--- src/hdl/sdiv_pkg.sv ---
// Shared types and constants for the signed divider pipeline.
`default_nettype none

package sdiv_pkg;

  localparam int unsigned Width = 32;

  typedef logic [Width-1:0] word_t;

  localparam word_t MaxPos = {1'b0, {(Width - 1){1'b1}}};
  localparam word_t MinNeg = {1'b1, {(Width - 1){1'b0}}};
  localparam word_t AllOne = {Width{1'b1}};

  typedef struct packed {
    logic num_neg;
    logic quo_neg;
    logic div_zero;
    logic ovf;
  } meta_t;

  typedef struct packed {
    word_t rem;
    word_t dq;
    word_t den;
    meta_t meta;
  } stage_t;

endpackage

`default_nettype wire

--- src/hdl/sdiv_cell.sv ---
// Divider cell: one restoring step, one quotient bit per beat.
`default_nettype none

module sdiv_cell (
  input  wire logic              clk_i,
  input  wire logic              rst_ni,
  input  wire logic              in_valid_i,
  output logic                   in_ready_o,
  input  wire sdiv_pkg::stage_t  in_data_i,
  output logic                   out_valid_o,
  input  wire logic              out_ready_i,
  output sdiv_pkg::stage_t       out_data_o
);

  logic                         valid_q;
  sdiv_pkg::stage_t             data_d, data_q;
  logic [sdiv_pkg::Width:0]     part;
  logic [sdiv_pkg::Width+1:0]   diff;
  logic                         take;

  assign part = {in_data_i.rem, in_data_i.dq[sdiv_pkg::Width-1]};
  assign diff = {1'b0, part} - {2'b00, in_data_i.den};
  assign take = !diff[sdiv_pkg::Width+1];

  always_comb begin
    data_d     = in_data_i;
    data_d.rem = take ? diff[sdiv_pkg::Width-1:0] : part[sdiv_pkg::Width-1:0];
    data_d.dq  = {in_data_i.dq[sdiv_pkg::Width-2:0], take};
  end

  assign in_ready_o  = !valid_q || out_ready_i;
  assign out_valid_o = valid_q;
  assign out_data_o  = data_q;

  always_ff @(posedge clk_i or negedge rst_ni) begin
    if (!rst_ni) begin
      valid_q <= 1'b0;
    end else if (in_ready_o) begin
      valid_q <= in_valid_i;
    end
  end

  always_ff @(posedge clk_i) begin
    if (in_valid_i && in_ready_o) begin
      data_q <= data_d;
    end
  end

endmodule

`default_nettype wire

--- config.mk ---
export PLATFORM = sky130hd
export DESIGN_NAME = sdiv_cell
export DESIGN_NICKNAME = d
export VERILOG_FILES = /design/src/hdl/sdiv_pkg.sv /design/src/hdl/sdiv_cell.sv
export SDC_FILE = /design/constraint.sdc
export NUM_CORES = 1
export LEC_CHECK = 0
export ABC_CLOCK_PERIOD_IN_PS = 9500
export BUFFER_PORTS_ARGS = -buffer_cell sky130_fd_sc_hd__buf_2
export CORE_MARGIN = 2
export CORE_UTILIZATION = 54
export DETAILED_ROUTE_END_ITERATION = 7
export HOLD_SLACK_MARGIN = 0.15
export PLACE_DENSITY = 0.87
export SYNTH_ARGS = -nofsm -noshare
export SYNTH_HDL_FRONTEND = slang
export SYNTH_SLANG_ARGS = --single-unit
--- constraint.sdc ---
create_clock -name clk_i -period 9.5 [get_ports clk_i]
set_input_delay 0.95 -clock clk_i [delete_from_list [all_inputs] [get_ports clk_i]]
set_output_delay 0.95 -clock clk_i [all_outputs]
set_load 0.03 [all_outputs]
==> flow_summary.yaml <==
drt:
  dr_wl_met3_um: 1000
  ant_nets: 0
  routed_wl_um: 13800
  vias: 4179
  drcViolationCount: 0
  drt_first_pass_iters: 4
  routed_via_density: 5.40
  wl_per_cell_um: 17.8
  wl_met1_um: 5240
  routed.top_layer: "met5"
  wl_met2_um: 7220
  drt-initial-drc-count: 248
global_routing:
  grt_pass1_wl_um: 21300
  grt_start_max_net_pins: 65
  grt_use_total_pct: 24.8
  gr-total-overflow: 0
  grt_pass1_vias: 4211
  antenna_found_initial: 1
synthesis:
  ys_seq_elements: 101
  yosysWarnings: 0
  seq_area_frac_synth_pct: 55.4
  synth_edf_count: 100
  synth_cells: 424
  synth_cell_types: 58
  async_reset_ff_share_pct: 0.990
  syn-num-nets: 561
  syn_area_per_cell_um2: 12.9
  synth_area_um2: 5470
  ys.flop_type: "edfxtp_1"
power:
  power.density_nw_per_um2: 169
  total_power_mw: 1.15
  p_leak_nw: 3.08
  ir_drop_mv: 0.0931
floorplanning:
  rows: 36
  initial_core_util_pct: 55.7
  ioPinCount: 206
  core_region_area_um2: 9820
  die_x_um: 105
  die_height_um: 105
  dieArea_um2: 10900
sta:
  layout_min_cycle_time_ps: 3990
  finalCritPeriodShare_pct: 42.0
  relSlewSlack_pct: 38.8
  drv_slew: 0
  worst_slew_pin_slew_ps: 918
  finalSetupViolCount: 0
  rsz0062_at_grt: "no"
  hold_viol: 0
  fmax_mhz: 251
  fin_setup_tns_ps: 0
  fin_skew_ps: 20.0
setup_path:
  crit_start: "in_data_i[20]"
  cp.arrival_ps: 4100
  crit_fanout: 18
  crit_chain: "buf_2, inv_1, ha_1, and3_4, nand2_1, or3_4, o31ai_2, a21boi_2, a31oi_4, buf_4, mux2_4"
  end_kind: "register"
  rrSetupSlack_ps: 7400
  reg2reg_depth: 3
  crit_path_max_incr_delay_ps: 760
  rr_startpoint: "out_valid_o$_DFFE_PN0N_"
  start_kind: "primary input"
  critPathSlowestCell: "a31oi_4"
  cp_data_required_time_ps: 9620
  path_class: "primary input to register"
clock_tree:
  htree_num_levels: 3
  cts_num_sinks: 101
  hold_buffers: 0
  clk_pin_slew_ps: 90
  clock-root-buffer: "clkbuf_8"
  clk_path_buf_depth: 2
  tritoncts: "done"
  clkLatencyLatePin_ps: 370
  post_cts_buffers: 0
  cts_buffers: 9
  postCtsResizedCells: 0
final_layout:
  final_cell_mix: "buf_2 (205), edfxtp_1 (100), inv_1 (40), ha_1 (32), a21oi_1 (29)"
  area_delta_synth_final_pct: 24.5
  instances_no_fill: 774
  mostFrequentLayoutCell: "buf_2"
  fin_util_pct: 69.3
  drive_above_1_share_pct: 41.2
  antenna_cells: 0
  layout.nets: 773
place:
  dpl.hpwl_um: 10800
  numPortBuffers: 205
  place_inst: 758
  gp_congestion: 0.869
min_path:
  hold_path_class: "primary input to asynchronous set/reset pin"
run_status:
  status: "completed"
job:
  maxCapViolCount: 0
-- kinds of logic after synthesis --
logic type / after synthesis / synth area share (%)
AND/OR/NAND/NOR: 86 / 8.01
multiplexers: 32 / 8.29
buffers and inverters: 46 / 4.05
XOR/XNOR: 24 / 3.85
AO/OA/AOI/OAI: 102 / 12.7
flip-flops: 101 / 55.4
adder cells (fa/ha/maj): 33 / 7.69
-- state kept, by name (all words and copies together) (netlist names) --
signal	count
out_valid_o	1
out_data_o	100
-- worst max-delay path, delay by kind of cell --
family / cells / cell delay [ps]
AOI/OAI and AO/OA: 3 / 1100
adders and majority gates: 1 / 420
buffers and inverters: 3 / 560
muxes: 1 / 320
and+or+nand+nor: 3 / 740
-- layout make-up --
class / instances / area, um2
tap: 133 / 166
clock inverter: 6 / 71.3
multi-input combinational: 277 / 2220
fill: 754 / 3020
timing repair buffer: 207 / 1040
clock buffer: 10 / 128
sequential: 101 / 3030
inverter: 40 / 150
-- path summary, 6_finish.rpt --
check / endpoint
worst max-delay path: out_data_o[98]$_DFFE_PP_
worst min-delay path: out_valid_o$_DFFE_PN0N_
worst max register to register: out_data_o[3]$_DFFE_PP_
worst min register to register: out_valid_o$_DFFE_PN0N_
max in group asynchronous: out_valid_o$_DFFE_PN0N_
min in group clk_i: out_valid_o$_DFFE_PN0N_
-- power by group --
group          switching, mW  internal (mW)  total (mW)
Combinational          0.195          0.132       0.327
Sequential           0.00831          0.534       0.543
Clock                  0.156          0.125       0.281
-- Yosys cell counts (6+ instances only) --
master / number / area (um2)
o31ai_1: 6 / 45.0
inv_1: 40 / 150
a21oi_1: 29 / 145
mux2_4: 26 / 390
xnor2_1: 17 / 149
ha_1: 32 / 400
nand2b_1: 7 / 43.8
nor3_1: 9 / 45.0
nand2_1: 24 / 90.1
o21ai_0: 17 / 85.1
a21o_1: 7 / 52.6
nor2_1: 16 / 60.1
edfxtp_1: 100 / 3000
xor2_1: 7 / 61.3
-- metal layers --
layer  GRT usage [%]  up-vias
met3            6.36       23
li1                -     2009
met1            28.4     1986
met2            45.8      159
met4            7.24        2
met5               0        -
-- per-stage QoR --
step                      setup WS, ps  cell area, um2  hold slack [ps]
final                             5510            6800              348
after global placement            5240            6610              512
after floorplan                   5380            5470              654
after global routing              5370            6800              319
after detailed placement          5110            6610              523
after CTS                         5520            6800              332
Power figures use the tool's default switching activity.
