### src/hdl/sdiv_pkg.sv
// Shared types and constants for the signed divider pipeline.
`default_nettype none

package sdiv_pkg;

  localparam int unsigned Width = 32;

  typedef logic [Width-1:0] word_t;

  localparam word_t MaxPos = {1'b0, {(Width - 1){1'b1}}};
  localparam word_t MinNeg = {1'b1, {(Width - 1){1'b0}}};
  localparam word_t AllOne = {Width{1'b1}};

  typedef struct packed {
    logic num_neg;
    logic quo_neg;
    logic div_zero;
    logic ovf;
  } meta_t;

  typedef struct packed {
    word_t rem;
    word_t dq;
    word_t den;
    meta_t meta;
  } stage_t;

endpackage

`default_nettype wire

### src/hdl/sdiv_post.sv
// Output stage: sign restore, saturation and the result register.
`default_nettype none

module sdiv_post (
  input  wire logic                               clk_i,
  input  wire logic                               rst_ni,
  input  wire logic                               in_valid_i,
  output logic                                    in_ready_o,
  input  wire sdiv_pkg::stage_t                   in_data_i,
  output logic                                    out_valid_o,
  input  wire logic                               out_ready_i,
  output logic signed [sdiv_pkg::Width-1:0]       quotient_o,
  output logic signed [sdiv_pkg::Width-1:0]       remainder_o,
  output logic                                    divide_by_zero_o,
  output logic                                    overflowed_o
);

  logic            valid_q;
  sdiv_pkg::word_t quo_d, quo_q, rem_d, rem_q;
  logic            dbz_q, ovf_q;

  always_comb begin
    quo_d = in_data_i.meta.quo_neg ? (~in_data_i.dq + sdiv_pkg::word_t'(1)) : in_data_i.dq;
    rem_d = in_data_i.meta.num_neg ? (~in_data_i.rem + sdiv_pkg::word_t'(1)) : in_data_i.rem;
    if (in_data_i.meta.div_zero) begin
      quo_d = in_data_i.meta.num_neg ? sdiv_pkg::MinNeg : sdiv_pkg::MaxPos;
    end else if (in_data_i.meta.ovf) begin
      quo_d = sdiv_pkg::MaxPos;
      rem_d = '0;
    end
  end

  assign in_ready_o       = !valid_q || out_ready_i;
  assign out_valid_o      = valid_q;
  assign quotient_o       = $signed(quo_q);
  assign remainder_o      = $signed(rem_q);
  assign divide_by_zero_o = dbz_q;
  assign overflowed_o     = ovf_q;

  always_ff @(posedge clk_i or negedge rst_ni) begin
    if (!rst_ni) begin
      valid_q <= 1'b0;
    end else if (in_ready_o) begin
      valid_q <= in_valid_i;
    end
  end

  always_ff @(posedge clk_i) begin
    if (in_valid_i && in_ready_o) begin
      quo_q <= quo_d;
      rem_q <= rem_d;
      dbz_q <= in_data_i.meta.div_zero;
      ovf_q <= in_data_i.meta.ovf && !in_data_i.meta.div_zero;
    end
  end

endmodule

`default_nettype wire

### config.mk
export PLATFORM = sky130hd
export DESIGN_NAME = sdiv_post
export DESIGN_NICKNAME = d
export VERILOG_FILES = /design/src/hdl/sdiv_pkg.sv /design/src/hdl/sdiv_post.sv
export SDC_FILE = /design/constraint.sdc
export NUM_CORES = 1
export LEC_CHECK = 0
export BUFFER_PORTS_ARGS = -buffer_cell sky130_fd_sc_hd__buf_2
export CAP_MARGIN = 10
export CORE_MARGIN = 1
export CORE_UTILIZATION = 44
export DETAILED_ROUTE_END_ITERATION = 7
export GPL_ROUTABILITY_DRIVEN = 0
export GPL_TIMING_DRIVEN = 0
export PLACE_DENSITY = 0.76
export SKIP_CTS_REPAIR_TIMING = 1
export SYNTH_ARGS = -nofsm -noshare
export SYNTH_HDL_FRONTEND = slang
export SYNTH_SLANG_ARGS = --single-unit
### constraint.sdc
create_clock -name clk_i -period 2.5 [get_ports clk_i]
set_input_delay 0.25 -clock clk_i [delete_from_list [all_inputs] [get_ports clk_i]]
set_output_delay 0.25 -clock clk_i [all_outputs]
set_load 0.01 [all_outputs]
==> key figures <==
Place
  – Post-detailed-placement half-perimeter wirelength: ~9.0 mm
  – Post-place setup slack: -435 ps
  – Placed standard-cell area: 5220 µm²
  – Count of port buffers added during placement: approximately 140

Power
  – Static Leakage: roughly 2.1 nW
  – Maximum ir drop on the vdd rail: approximately 0.25 mV
  – Cell Pwr Density: 537 nW/µm²
  – Tot Pwr: 2.93 mW

STA
  – Final hold viol count: 0
  – Final worst clock skew: 5.26 ps
  – Worst slew pin tran: between 1000 and 1500 ps
  – Share of the clock period used by the worst path after layout: between 90 and 100%
  – Setup violation total in the final timing report: 0
  – Worst rel slew slack: between 30% and 40%
  – RSZ-0062 raised after global routing: false
  – Slew Viols, Final: 0
  – Final worst hold slack: 97.0 ps
  – Max Clock Freq: between 0.4 and 0.5 GHz
  – Worst-case setup margin in the final layout: between 150 and 200 ps
  – Clock period minus worst slack: approximately 2300 ps

Final layout
  – Reg area: 2010 µm²
  – Area used by multi-input combinational logic: roughly 2200 µm²
  – Number of antenna diodes: 0
  – Layout overhead on the synthesized area: 24.8%
  – Most common cell after layout, fill and taps aside: sky130_fd_sc_hd__buf_2
  – Proportion of layout cells with a drive suffix above 1: between 20% and 30%
  – Finished Core Util: around 58%
  – Number of nets in the layout: 711
  – Finished Cell Area: approximately 5500 µm²
  – Commonest non-fill, non-tap cells in the layout: sky130_fd_sc_hd__buf_2, sky130_fd_sc_hd__edfxtp_1, sky130_fd_sc_hd__nor2_1
  – Count of filler cells inserted in the layout: 852

CTS
  – Root cell of the clock tree: sky130_fd_sc_hd__clkbuf_8
  – Buffers from clock root to sink, at most: 2
  – Worst skew pair latency: around 350 ps
  – CTS Buf Count: 9
  – H-tree depth: 3
  – Post-CTS clock slew at the launch and capture registers of the worst setup and hold paths: about 70 ps
  – Sinks on Clock Net: 67
  – TritonCTS clock tree: done

Route
  – Number of iterations in the first detailed-routing pass: 5
  – Highest metal layer with signal wires: met4
  – Via Count: 4400
  – WL per Instance: between 15 and 20 µm
  – DR WL met2: 6.11 mm
  – Routed wire length on met3: roughly 1.1 mm
  – Antenna-violating nets left: 0
  – Post-detailed-route DRC marker count: 0
  – Post-DR vias/cell: between 5 and 6
  – Iteration-0 DRC count of the detailed router: approximately 230
  – Met1 layer wirelength in the final routing: between 4 and 5 mm
  – Wire length after detailed routing: 12.4 mm

Critical path
  – WS Path Type: in2reg
  – Worst endpoint data arrival time: 2500 ps
  – Kind of capture point of the worst setup path: flop
  – Critical Path Fanout Max: 10
  – FF-to-FF Start: out_valid_o$_DFFE_PN0N_
  – Critical Path Source Type: primary input
  – Startpoint of the worst setup timing path: in_data_i[48]
  – Required @ worst endpoint: around 2700 ps

Synth
  – Flip-flop and latch count after synthesis: 67
  – Average footprint of a synthesized cell: 9.59 µm²
  – Number of enable flip-flop cells after synthesis: 66
  – Synthesized netlist cell count: around 460
  – Ys Warns: 0
  – Yosys cell types: 49
  – Synthesized netlist net count: roughly 560
  – Total standard cell area after synthesis: approximately 4400 µm²
  – Async set-or-reset flop fraction in the synthesized netlist: about 1.5%
  – Leading register cell type out of synthesis: sky130_fd_sc_hd__edfxtp_1
  – Share of synthesized area occupied by flip-flops and latches: a little under half

Hold path
  – Type of the worst min-delay path: in2reg
  – Start point of the worst min-delay path: in_data_i[1]

Run status
  – Run status: complete, no violations

Floorplanning
  – Std cell rows: 35
  – Io pins: 172
  – Die area: about 10000 µm²
  – Die Wd: approximately 100 µm
  – Starting Density: 46.4%
  – Standard cell core area: 9420 µm²
  – Die height: 102 µm

Global route
  – Global Route Usage Sum: about a quarter
  – Grt total ovfl: 0
  – Vias in the first global route: roughly 4100
  – Largest net degree at the start of global routing: 67
  – First-pass GRT wire length: between 15 and 20 mm
  – Number of antenna violations at the first check in global routing: 0

Run
  – Number of max-cap violations: 0
-- cell families (layout without fill, tap and decap cells) --
family          after synthesis  after routing  share of synthesized area [%]
mux                          19             19                           4.36
buf+inv                      45            200                           4.10
xor+xnor                     21             21                           4.21
compound gates               91             91                           14.4
simple gates                210            210                           26.3
flops                        67             67                           46.0
fa+ha+maj                     2              2                          0.573
-- cell type report --
type	instances	share of cell area, %
inverters	8	0.551
multi-input cells	343	40.0
well taps	129	2.96
clock inverters	6	1.65
clock buffers	10	2.34
repair buffers	139	12.9
flip-flops and latches	67	36.8
plain buffers	37	2.78
-- worst max-delay path, cell delays in order --
cell and delay (ps):
sky130_fd_sc_hd__buf_2 110, sky130_fd_sc_hd__or4_4 550, sky130_fd_sc_hd__nor4_1 790, sky130_fd_sc_hd__clkbuf_1 480, sky130_fd_sc_hd__nand4_1 180, sky130_fd_sc_hd__o211ai_1 140
-- through the flow --
stage	setup TNS, ps	instances
after detailed placement	-6750	722
after global placement	-6270	722
after CTS	-246	738
after floorplan	0	455
after global routing	0	739
final	0	739
-- flip-flops by register name, summed over array words and instances (netlist names) --
register          flops
divide_by_zero_o      1
out_valid_o           1
overflowed_o          1
quotient_o           32
remainder_o          32
-- worst paths after layout --
path	endpoint	slack, ps	cells past startpoint
max	quotient_o[29]$_DFFE_PP_	190	6
min	divide_by_zero_o$_DFFE_PP_	100	1
max in group asynchronous	out_valid_o$_DFFE_PN0N_	2220	2
max reg2reg	remainder_o[5]$_DFFE_PP_	860	2
min reg2reg	out_valid_o$_DFFE_PN0N_	540	2
min in group asynchronous	out_valid_o$_DFFE_PN0N_	200	2
-- power by group --
part           total, mW  internal [mW]  switching [mW]
sequential          1.36           1.34          0.0181
clock               1.01          0.564           0.443
combinational      0.565          0.216           0.348
total               2.93           2.12           0.809
-- layer usage --
layer | global-route usage, % | up-vias
li1 | - | 2046
met1 | 28.5 | 2050
met2 | 43.3 | 277
met3 | 4.97 | 27
met4 | 11.5 | 0
met5 | 0 | -
-- cell usage after synthesis, drive strengths merged (10+ instances only) --
cell type | count | share of area [%]
or3 | 18 | 2.6
or4 | 11 | 2.1
edfxtp | 66 | 45
o41ai | 10 | 2.0
nor4 | 17 | 2.6
nor2 | 44 | 3.8
clkbuf | 30 | 2.6
nand2 | 32 | 2.8
xor2 | 15 | 3.0
nor3 | 14 | 1.6
o21ai | 28 | 3.2
nand2b | 24 | 3.4
a31oi | 11 | 1.6
mux2i | 19 | 4.4
nand4 | 19 | 2.7
(Power assumes the default switching activity.)
