$ cat config.mk
export PLATFORM = sky130hd
export DESIGN_NAME = sdiv_prep
export DESIGN_NICKNAME = d
export VERILOG_FILES = /design/src/hdl/sdiv_pkg.sv /design/src/hdl/sdiv_prep.sv
export SDC_FILE = /design/constraint.sdc
export NUM_CORES = 1
export LEC_CHECK = 0
export ABC_AREA = 1
export BUFFER_PORTS_ARGS = -buffer_cell sky130_fd_sc_hd__clkbuf_2
export CORE_MARGIN = 2
export CORE_UTILIZATION = 30
export DETAILED_ROUTE_END_ITERATION = 8
export PLACE_DENSITY = 0.53
export RECOVER_POWER = 25
export SLEW_MARGIN = 20
export SYNTH_ARGS = -nofsm -noshare
export SYNTH_HDL_FRONTEND = slang
export SYNTH_SLANG_ARGS = --single-unit
export TNS_END_PERCENT = 20
$ cat constraint.sdc
create_clock -name clk_i -period 3.81 [get_ports clk_i]
set_input_delay 0.762 -clock clk_i [delete_from_list [all_inputs] [get_ports clk_i]]
set_output_delay 0.762 -clock clk_i [all_outputs]
set_load 0.05 [all_outputs]
$ cat src/hdl/sdiv_pkg.sv
// Shared types and constants for the signed divider pipeline.
`default_nettype none

package sdiv_pkg;

  localparam int unsigned Width = 32;

  typedef logic [Width-1:0] word_t;

  localparam word_t MaxPos = {1'b0, {(Width - 1){1'b1}}};
  localparam word_t MinNeg = {1'b1, {(Width - 1){1'b0}}};
  localparam word_t AllOne = {Width{1'b1}};

  typedef struct packed {
    logic num_neg;
    logic quo_neg;
    logic div_zero;
    logic ovf;
  } meta_t;

  typedef struct packed {
    word_t rem;
    word_t dq;
    word_t den;
    meta_t meta;
  } stage_t;

endpackage

`default_nettype wire

$ cat src/hdl/sdiv_prep.sv
// Input stage: operand magnitudes and special-case flags.
`default_nettype none

module sdiv_prep (
  input  wire logic                                clk_i,
  input  wire logic                                rst_ni,
  input  wire logic                                in_valid_i,
  output logic                                     in_ready_o,
  input  wire logic signed [sdiv_pkg::Width-1:0]   dividend_i,
  input  wire logic signed [sdiv_pkg::Width-1:0]   divisor_i,
  output logic                                     out_valid_o,
  input  wire logic                                out_ready_i,
  output sdiv_pkg::stage_t                         out_data_o
);

  logic             valid_q;
  sdiv_pkg::stage_t data_d, data_q;
  sdiv_pkg::word_t  num_w, den_w;

  assign num_w = sdiv_pkg::word_t'(dividend_i);
  assign den_w = sdiv_pkg::word_t'(divisor_i);

  always_comb begin
    data_d.rem           = '0;
    data_d.dq            = num_w[sdiv_pkg::Width-1] ? (~num_w + sdiv_pkg::word_t'(1)) : num_w;
    data_d.den           = den_w[sdiv_pkg::Width-1] ? (~den_w + sdiv_pkg::word_t'(1)) : den_w;
    data_d.meta.num_neg  = num_w[sdiv_pkg::Width-1];
    data_d.meta.quo_neg  = num_w[sdiv_pkg::Width-1] ^ den_w[sdiv_pkg::Width-1];
    data_d.meta.div_zero = (den_w == '0);
    data_d.meta.ovf      = (num_w == sdiv_pkg::MinNeg) && (den_w == sdiv_pkg::AllOne);
  end

  assign in_ready_o  = !valid_q || out_ready_i;
  assign out_valid_o = valid_q;
  assign out_data_o  = data_q;

  always_ff @(posedge clk_i or negedge rst_ni) begin
    if (!rst_ni) begin
      valid_q <= 1'b0;
    end else if (in_ready_o) begin
      valid_q <= in_valid_i;
    end
  end

  always_ff @(posedge clk_i) begin
    if (in_valid_i && in_ready_o) begin
      data_q <= data_d;
    end
  end

endmodule

`default_nettype wire

==> results.json, run 1 <==
{
  "setup_viol": 0,
  "seqPwrFrac_pct": 39.0,
  "hpwl_um": 10400,
  "postCtsSetupRepairBufs": 0,
  "r2r-start": "out_valid_o",
  "crit_family": "buffers and inverters",
  "comb_power_share_pct": 23.7,
  "p_sw_share_pct": 32.8,
  "grt.met2_usage_pct": 25.5,
  "port_buffers": 137,
  "grt_overflow": 0,
  "max_slew_margin_pct": 4.93,
  "gr-usage-all-layers_pct": 16.1,
  "startpoint_type": "input pin",
  "tns_ns": 0,
  "final_cell_mix": "202 x nand2_1, 105 x clkbuf_2, 90 x nor2_1",
  "clkLatencyLatePin_ns": 0.34,
  "synth_top_area_cell": "edfxtp_1",
  "antenna_cells": 0,
  "wl_um": 13000,
  "yosysWarnings": 0,
  "grt_util_met3_pct": 3.75,
  "p_int_uw": 1580,
  "die_w_um": 127,
  "crit_path_max_fanout": 30,
  "dp_cells": 896,
  "htreeDepth": 3,
  "finalCritPeriodShare_pct": 66.5,
  "num_io_pins": 170,
  "final_nets": 796,
  "post_cts_resized": 0,
  "cts_sinks": 69,
  "crit_chain": "clkbuf_1, inv_2, nor2_1, nand4_1, nor2_1, nand3_1, nor2_1",
  "die_h_um": 127,
  "drive_gt1_share_pct": 19.8,
  "synth_top_area_share_pct": 45.1,
  "p_leak_uw": 0.00249,
  "drc": 0,
  "power_density_nw_per_um2": 423,
  "cts_tree": "yes",
  "slew_viol_final": 0,
  "final_common_cell": "nand2_1",
  "std_cell_rows": 44,
  "crit_type": "in2reg",
  "final-instance-count-excl-fill": 912,
  "min_period_ns": 2.53,
  "top_usage_layer": "met2",
  "synth.distinct_cells": 24,
  "status": "complete, no violations",
  "dr.first_iter.drc_count": 309,
  "first_pass_iters": 5,
  "rrSetupSlack_ns": 2.10,
  "cp_common_cell": "nor2_1",
  "antenna_found_initial": 0,
  "power_switching_uw": 772,
  "cts_hold_buf": 0,
  "grt_pass1_wl_um": 19800,
  "fmax_ghz": 0.395,
  "end_kind": "register",
  "critPathSlowestCell": "clkbuf_1",
  "synth_area_sq_um": 4530,
  "rsz0062_at_grt": "no",
  "wl_per_cell_um": 14.3,
  "skew_ns": 0.00511,
  "start_util_pct": 30.9,
  "met1_usage_pct": 21.3,
  "r2r_cells": 2,
  "syn_inst": 583,
  "critPathArrivalTime_ns": 2.73,
  "p_clk_share_pct": 37.3,
  "numCtsBuffers": 9,
  "cts_buffer_depth": 2,
  "yosysSeqAreaShare_pct": 45.6,
  "grt_max_degree": 69,
  "synthToLayoutAreaGrowth_pct": 22.8,
  "avgSynthCellArea_sq_um": 7.77,
  "crit_buf_inv": 2,
  "core_area_sq_um": 14600,
  "antenna_left": 0,
  "max_stage_delay_ns": 0.92,
  "path_clk_slew_ns": 0.05,
  "r2r-end": "out_data_o[57]",
  "final-hold-violation-count": 0,
  "ys_top_cells_by_area": "edfxtp_1 45%, nand2_1 17%, nor2_1 7.5%, buf_4 5.5%, nand3_1 4.3%",
  "cap_violations": 0,
  "worstMarginPinSlew_ns": 1.43,
  "synth-seq-cells": 69,
  "viasPerCell": 4.61,
  "first_global_vias": 3851,
  "num_vias": 4206,
  "gp_congestion": 0.879,
  "cts_root_buf": "clkbuf_16",
  "worstPathRequired_ns": 4.01,
  "holdCritPathClass": "in2async",
  "peakVddDrop_mv": 0.188,
  "die_area_sq_um": 16100
}
[how the worst max path moves through the flow]
| stage | start | cells after the start | slack (ns) | endpoint |
|---|---|---|---|---|
| 2_1_floorplan | out_ready_i | 2 | 0.58 | out_data_o[0] |
| 3_3_place_gp | dividend_i[31] | 7 | 1.53 | out_data_o[0] |
| 3_5_place_dp | dividend_i[31] | 7 | 1.49 | out_data_o[0] |
| 4_1_cts | out_ready_i | 4 | 1.80 | in_ready_o |
| 5_1_grt | dividend_i[31] | 7 | 0.99 | out_data_o[0] |
| 6_report | dividend_i[31] | 7 | 1.28 | out_data_o[0] |
[cell type report]
cell class | count | area, sq um
repair buffers | 138 | 653
well taps | 184 | 230
clock buffers | 15 | 278
inverters | 49 | 184
flip-flops and latches | 69 | 2070
multi-input cells | 456 | 2120
fillers | 1586 | 9080
clock inverters | 1 | 30.0
[flip-flops by register name (all words and copies together), names as in the netlist]
signal / count
out_valid_o: 1
out_data_o: 68
[per-layer routing]
metal  vias up  wire [um]
met1      1919       5810
met5         -          0
met3        23        976
li1       2079          -
met4         0        323
met2       185       5920
[synthesized netlist by cell type]
cell      instances
xor2_1           15
nand3_1          39
inv_2             4
nor2_2           13
buf_2             7
inv_1            45
dfrtp_1           1
o21ai_0           8
ha_1              5
buf_4            33
o21ai_1          10
nand2_1         201
nand4_1           3
nand2_2           1
o211ai_1          2
nor2_1           90
conb_1            1
a21oi_2           1
nor2_4            7
xnor2_1          14
a21oi_1           4
nand3b_1          5
nor3_1            6
edfxtp_1         68
[power by group through the flow]
stage	sequential (uW)	clock (uW)	combinational [uW]
finish	918	877	557
global route	923	936	597
CTS	920	902	564
detailed placement	934	0	563
global placement	934	0	562
floorplan	1110	0	260
[cells by family (layout without fill, tap and decap cells)]
family | Yosys count | in the layout | synth area share (%)
AOI/OAI and AO/OA | 25 | 25 | 2.96
xor gates and xnor gates | 29 | 29 | 5.61
adders and majority gates | 5 | 5 | 1.38
buffers and inverters | 89 | 203 | 10.3
DFF | 69 | 69 | 45.6
other | 1 | 32 | 0.0828
and+or+nand+nor | 365 | 365 | 34.0
[metrics by stage]
step                worst slack (ns)  area [sq um]  utilization, %  hold WS (ns)  power, uW
finish                          1.28          5560            38.0         0.183       2350
global placement                1.53          5300            36.2         0.538       1500
detailed placement              1.49          5300            36.2         0.539       1500
floorplan                      0.581          4650               -         0.466       1370
global route                   0.992          5560            38.0         0.169       2460
CTS                             1.80          5600            38.3         0.171       2390
Note: power is estimated with default switching activity, not from simulation.
==> run 2, diff against run 1 <==
--- a/config.mk
+++ b/config.mk
@@ -10,7 +10,7 @@
 export CORE_MARGIN = 2
 export CORE_UTILIZATION = 30
 export DETAILED_ROUTE_END_ITERATION = 8
-export PLACE_DENSITY = 0.53
+export PLACE_DENSITY = 0.51
 export RECOVER_POWER = 25
 export SLEW_MARGIN = 20
 export SYNTH_ARGS = -nofsm -noshare
==> constraint.sdc (replaced) <==
create_clock -name clk_i -period 2.6 [get_ports clk_i]
set_input_delay 0.52 -clock clk_i [delete_from_list [all_inputs] [get_ports clk_i]]
set_output_delay 0.52 -clock clk_i [all_outputs]
set_load 0.05 [all_outputs]
==> run 2 against run 1 <==
  * Cell count rose by 0.22%
  * First-iteration DRC count fell by 12%
  * Worst setup slack got worse by 0.63 ns
  * Sequential power rose by 47%
  * Non-clock buffer count rose by 3
  * Highest routed layer unchanged
  * Sequential share of layout area barely moved
  * Flip-flop and latch count did not move
  * Core utilization barely moved
  * Register-to-register slack got worse by 1.3 ns
  * Clock power rose by 24%
  * Cell area barely moved
  * Global-route usage rose by 0.20 points
==> results.json, run 2 (synthesized netlist as in run 1, its figures left out) <==
{
  "largest_reg_flops": 68,
  "min_period_ns": 1.95,
  "crit_path_max_fanout": 19,
  "fmax_ghz": 0.512,
  "path_clk_slew_ns": 0.05,
  "slew_viol_final": 0,
  "power_density_nw_per_um2": 587,
  "first_pass_iters": 5,
  "final_common_cell": "nand2_1",
  "hpwl_um": 10500,
  "htreeDepth": 3,
  "final-instance-count-excl-fill": 914,
  "die_w_um": 127,
  "numCtsBuffers": 9,
  "gr-usage-all-layers_pct": 16.3,
  "holdCritPathClass": "in2reg",
  "viasPerCell": 4.64,
  "skew_ns": 0.0101,
  "rrSetupSlack_ns": 0.85,
  "wl_um": 13200,
  "num_io_pins": 170,
  "worst_slack_ns": 0.647,
  "cts_sinks": 69,
  "num_vias": 4240,
  "final_area_sq_um": 5560,
  "critPathArrivalTime_ns": 2.03,
  "worstPathRequired_ns": 2.67,
  "cts_tree": "yes",
  "cts_hold_buf": 1,
  "drive_gt1_share_pct": 23.6,
  "std_cell_rows": 44,
  "p_leak_uw": 0.00255,
  "cts_buffer_depth": 2,
  "endpoint": "out_data_o[16]",
  "port_buffers": 137,
  "tns_ns": 0,
  "final_cell_mix": "201 x nand2_1, 133 x clkbuf_2, 91 x nor2_1",
  "post_cts_resized": 0,
  "first_global_vias": 3939,
  "end_kind": "register",
  "r2r-end": "out_data_o[12]",
  "peakVddDrop_mv": 0.343,
  "setup_viol": 0,
  "startpoint_type": "input pin",
  "drc": 0,
  "clkLatencyLatePin_ns": 0.35,
  "die_h_um": 127,
  "synthToLayoutAreaGrowth_pct": 22.7,
  "r2r_cells": 2,
  "postCtsSetupRepairBufs": 0,
  "die_area_sq_um": 16100,
  "dr.first_iter.drc_count": 271,
  "r2r-start": "out_valid_o",
  "status": "complete, no violations",
  "antenna_left": 0,
  "finalCritPeriodShare_pct": 75.1,
  "antenna_cells": 0,
  "grt_pass1_wl_um": 20100,
  "grt_overflow": 0,
  "rsz0062_at_grt": "no",
  "final-hold-violation-count": 0,
  "max_slew_margin_pct": 35.4,
  "wl_per_cell_um": 14.5,
  "pre_cts_ws_ns": 0.670,
  "final_nets": 799,
  "gp_congestion": 0.937,
  "crit_type": "in2reg",
  "cap_violations": 0,
  "antenna_found_initial": 0,
  "cts_root_buf": "clkbuf_16",
  "start_util_pct": 30.9,
  "core_area_sq_um": 14600,
  "startpoint": "divisor_i[31]",
  "placed_cell_area_sq_um": 5320,
  "grt_max_degree": 69,
  "dp_cells": 898,
  "worstMarginPinSlew_ns": 0.968
}
[run 2: worst min path at each step]
stage	endpoint	startpoint	cells after the start	slack (ns)
3_3_place_gp	out_valid_o	rst_ni	1	0.29
6_report	out_data_o[36]	dividend_i[0]	1	0.41
3_5_place_dp	out_valid_o	rst_ni	1	0.30
4_1_cts	out_data_o[4]	divisor_i[0]	1	0.37
2_1_floorplan	out_valid_o	rst_ni	0	0.22
5_1_grt	out_data_o[36]	dividend_i[0]	1	0.41
[run 2: area by class of cell]
class / instances / area, sq um
Clock buffer: 11 / 233
Multi-Input combinational cell: 456 / 2110
Tap cell: 184 / 230
Timing Repair Buffer: 141 / 713
Sequential cell: 69 / 2070
Inverter: 49 / 184
Fill cell: 1552 / 9090
Clock inverter: 4 / 16.3
[run 2: where the power goes]
| part | internal [uW] | total [uW] | switching [uW] |
|---|---|---|---|
| clock | 629 | 1090 | 464 |
| combinational | 177 | 825 | 649 |
| sequential | 1320 | 1350 | 21.1 |
[run 2: per-layer routing]
layer | wire length [um] | share of wire (%) | track usage [%]
met4 | 409 | 3.1 | 8.47
met3 | 964 | 7.3 | 3.88
met1 | 5880 | 44 | 20.7
met5 | 0 | 0 | 0
met2 | 5980 | 45 | 25.9
[run 2: worst max-delay path: stages]
cell and delay (ns):
clkbuf_1 0.68, inv_2 0.30, nor2_2 0.26, nor2_4 0.09
xor2_1 0.17
[run 2: stage by stage]
stage	util [%]	hold WS, ns	total power, uW
after CTS	38.1	0.374	3300
after global routing	38.0	0.414	3400
after global placement	36.4	0.295	2200
final	38.0	0.406	3260
after detailed placement	36.4	0.297	2200
after floorplan	-	0.224	2000
==> run 3, diff against run 2 <==
==> constraint.sdc (replaced) <==
create_clock -name clk_i -period 1.8 [get_ports clk_i]
set_input_delay 0.36 -clock clk_i [delete_from_list [all_inputs] [get_ports clk_i]]
set_output_delay 0.36 -clock clk_i [all_outputs]
set_load 0.05 [all_outputs]
==> run 3 against run 2 <==
  * Cell area up 0.81%
  * Global-route usage down 0.56 points
  * Clock-buffer cell count down 2
  * Register-to-register slack worse by 0.58 ns
  * Core utilization up 0.31 points
  * Sequential share of layout area down 0.28 points
  * Power up 54%
  * Highest routed layer unchanged
  * Critical path depth down 3
  * Sequential power up 44%
  * Clock skew down 0.0049 ns
  * Hold slack worse by 0.18 ns
==> results.json, run 3 (synthesized netlist as in run 1, its figures left out) <==
{
  "status": "complete, no violations",
  "wl_per_cell_um": 13.8,
  "grt_pass1_wl_um": 19600,
  "gr-usage-all-layers_pct": 15.8,
  "cts_sinks": 69,
  "r2r_cells": 2,
  "cts_buffer_depth": 2,
  "num_vias": 4091,
  "core_area_sq_um": 14600,
  "design_power_total_uw": 5010,
  "finalCritPeriodShare_pct": 84.7,
  "p_leak_uw": 0.00258,
  "worst_slack_ns": 0.275,
  "die_area_sq_um": 16100,
  "grt_max_degree": 69,
  "r2r-start": "out_valid_o",
  "final-hold-violation-count": 0,
  "crit_path_max_fanout": 68,
  "fmax_ghz": 0.656,
  "startpoint_type": "register",
  "peakVddDrop_mv": 0.340,
  "skew_ns": 0.00522,
  "pre_cts_ws_ns": 0.0874,
  "die_h_um": 127,
  "hp-start": "in_valid_i",
  "num_io_pins": 170,
  "antenna_cells": 0,
  "start_util_pct": 30.9,
  "antenna_found_initial": 0,
  "hold_path_end": "out_valid_o",
  "first_global_vias": 3917,
  "hpwl_um": 10200,
  "htreeDepth": 3,
  "antenna_left": 0,
  "worstPathRequired_ns": 1.77,
  "port_buffers": 137,
  "crit_type": "reg2reg",
  "gp_congestion": 0.932,
  "setup_viol": 0,
  "numCtsBuffers": 9,
  "tns_ns": 0,
  "grt_overflow": 0,
  "cts_tree": "yes",
  "min_period_ns": 1.53,
  "final_nets": 801,
  "startpoint": "out_valid_o",
  "wl_um": 12700,
  "worstMarginPinSlew_ns": 0.638,
  "viasPerCell": 4.46,
  "crit_chain": "a21oi_1, buf_6",
  "die_w_um": 127,
  "rsz0062_at_grt": "no",
  "final_cell_mix": "202 x nand2_1, 128 x clkbuf_2, 96 x nor2_1",
  "slew_viol_final": 0,
  "power_density_nw_per_um2": 894,
  "final_common_cell": "nand2_1",
  "min_path_cells": 3,
  "critPathSlowestCell": "buf_6",
  "holdCritPathClass": "in2reg",
  "end_kind": "register",
  "synthToLayoutAreaGrowth_pct": 23.7,
  "cap_violations": 0,
  "critPathArrivalTime_ns": 1.49,
  "std_cell_rows": 44,
  "dr.first_iter.drc_count": 254,
  "postCtsSetupRepairBufs": 0,
  "post_cts_resized": 0,
  "largest_reg_flops": 68,
  "drc": 0,
  "cts_hold_buf": 1,
  "r2r-end": "out_data_o[63]",
  "drive_gt1_share_pct": 22.5,
  "max_slew_margin_pct": 57.5,
  "clkLatencyLatePin_ns": 0.34,
  "cts_root_buf": "clkbuf_16",
  "max_stage_delay_ns": 0.51,
  "path_clk_slew_ns": 0.05,
  "rrSetupSlack_ns": 0.27,
  "first_pass_iters": 5
}
## run 3: routing by layer
layer  track usage (%)  vias to the layer above  part of all wire, %
met5                 0                        -                    0
met1              19.2                     1818                   43
met3              3.46                       21                  6.8
li1                  -                     2088                    -
met4              7.05                        0                  2.6
met2              26.7                      164                   48
## run 3: area by class of cell
cell class / count / area (sq um)
fillers: 1571 / 9040
multi-input cells: 456 / 2080
flip-flops and latches: 69 / 2070
repair buffers: 143 / 722
well taps: 184 / 230
clock buffers: 9 / 225
inverters: 49 / 184
clock inverters: 7 / 90.1
## run 3: worst max path at each step
stage	end	slack [ns]	cells after the start
2_1_floorplan	out_data_o[0]	-0.35	1
3_3_place_gp	out_data_o[22]	0.11	10
3_5_place_dp	out_data_o[22]	0.09	10
4_1_cts	in_ready_o	0.30	2
5_1_grt	out_data_o[53]	0.15	7
6_report	out_data_o[63]	0.27	2
## run 3: worst max-delay path, delay by kind of cell, from the launching register on
kind / cells / cell delay, ns
flip-flops: 1 / 0.41
AO/OA/AOI/OAI: 1 / 0.17
buffers and inverters: 1 / 0.51
## run 3: through the flow
step / hold slack [ns] / util [%] / instance area [sq um] / cells
6_report: 0.223 / 38.3 / 5600 / 917
3_3_place_gp: 0.135 / 36.5 / 5340 / 900
5_1_grt: 0.235 / 38.3 / 5600 / 917
2_1_floorplan: 0.0644 / - / 4660 / 614
4_1_cts: 0.206 / 38.7 / 5670 / 917
3_5_place_dp: 0.137 / 36.5 / 5340 / 900
## run 3: power by group
group	switching [uW]	internal (uW)
sequential	28.8	1910
clock	689	1200
combinational	925	252
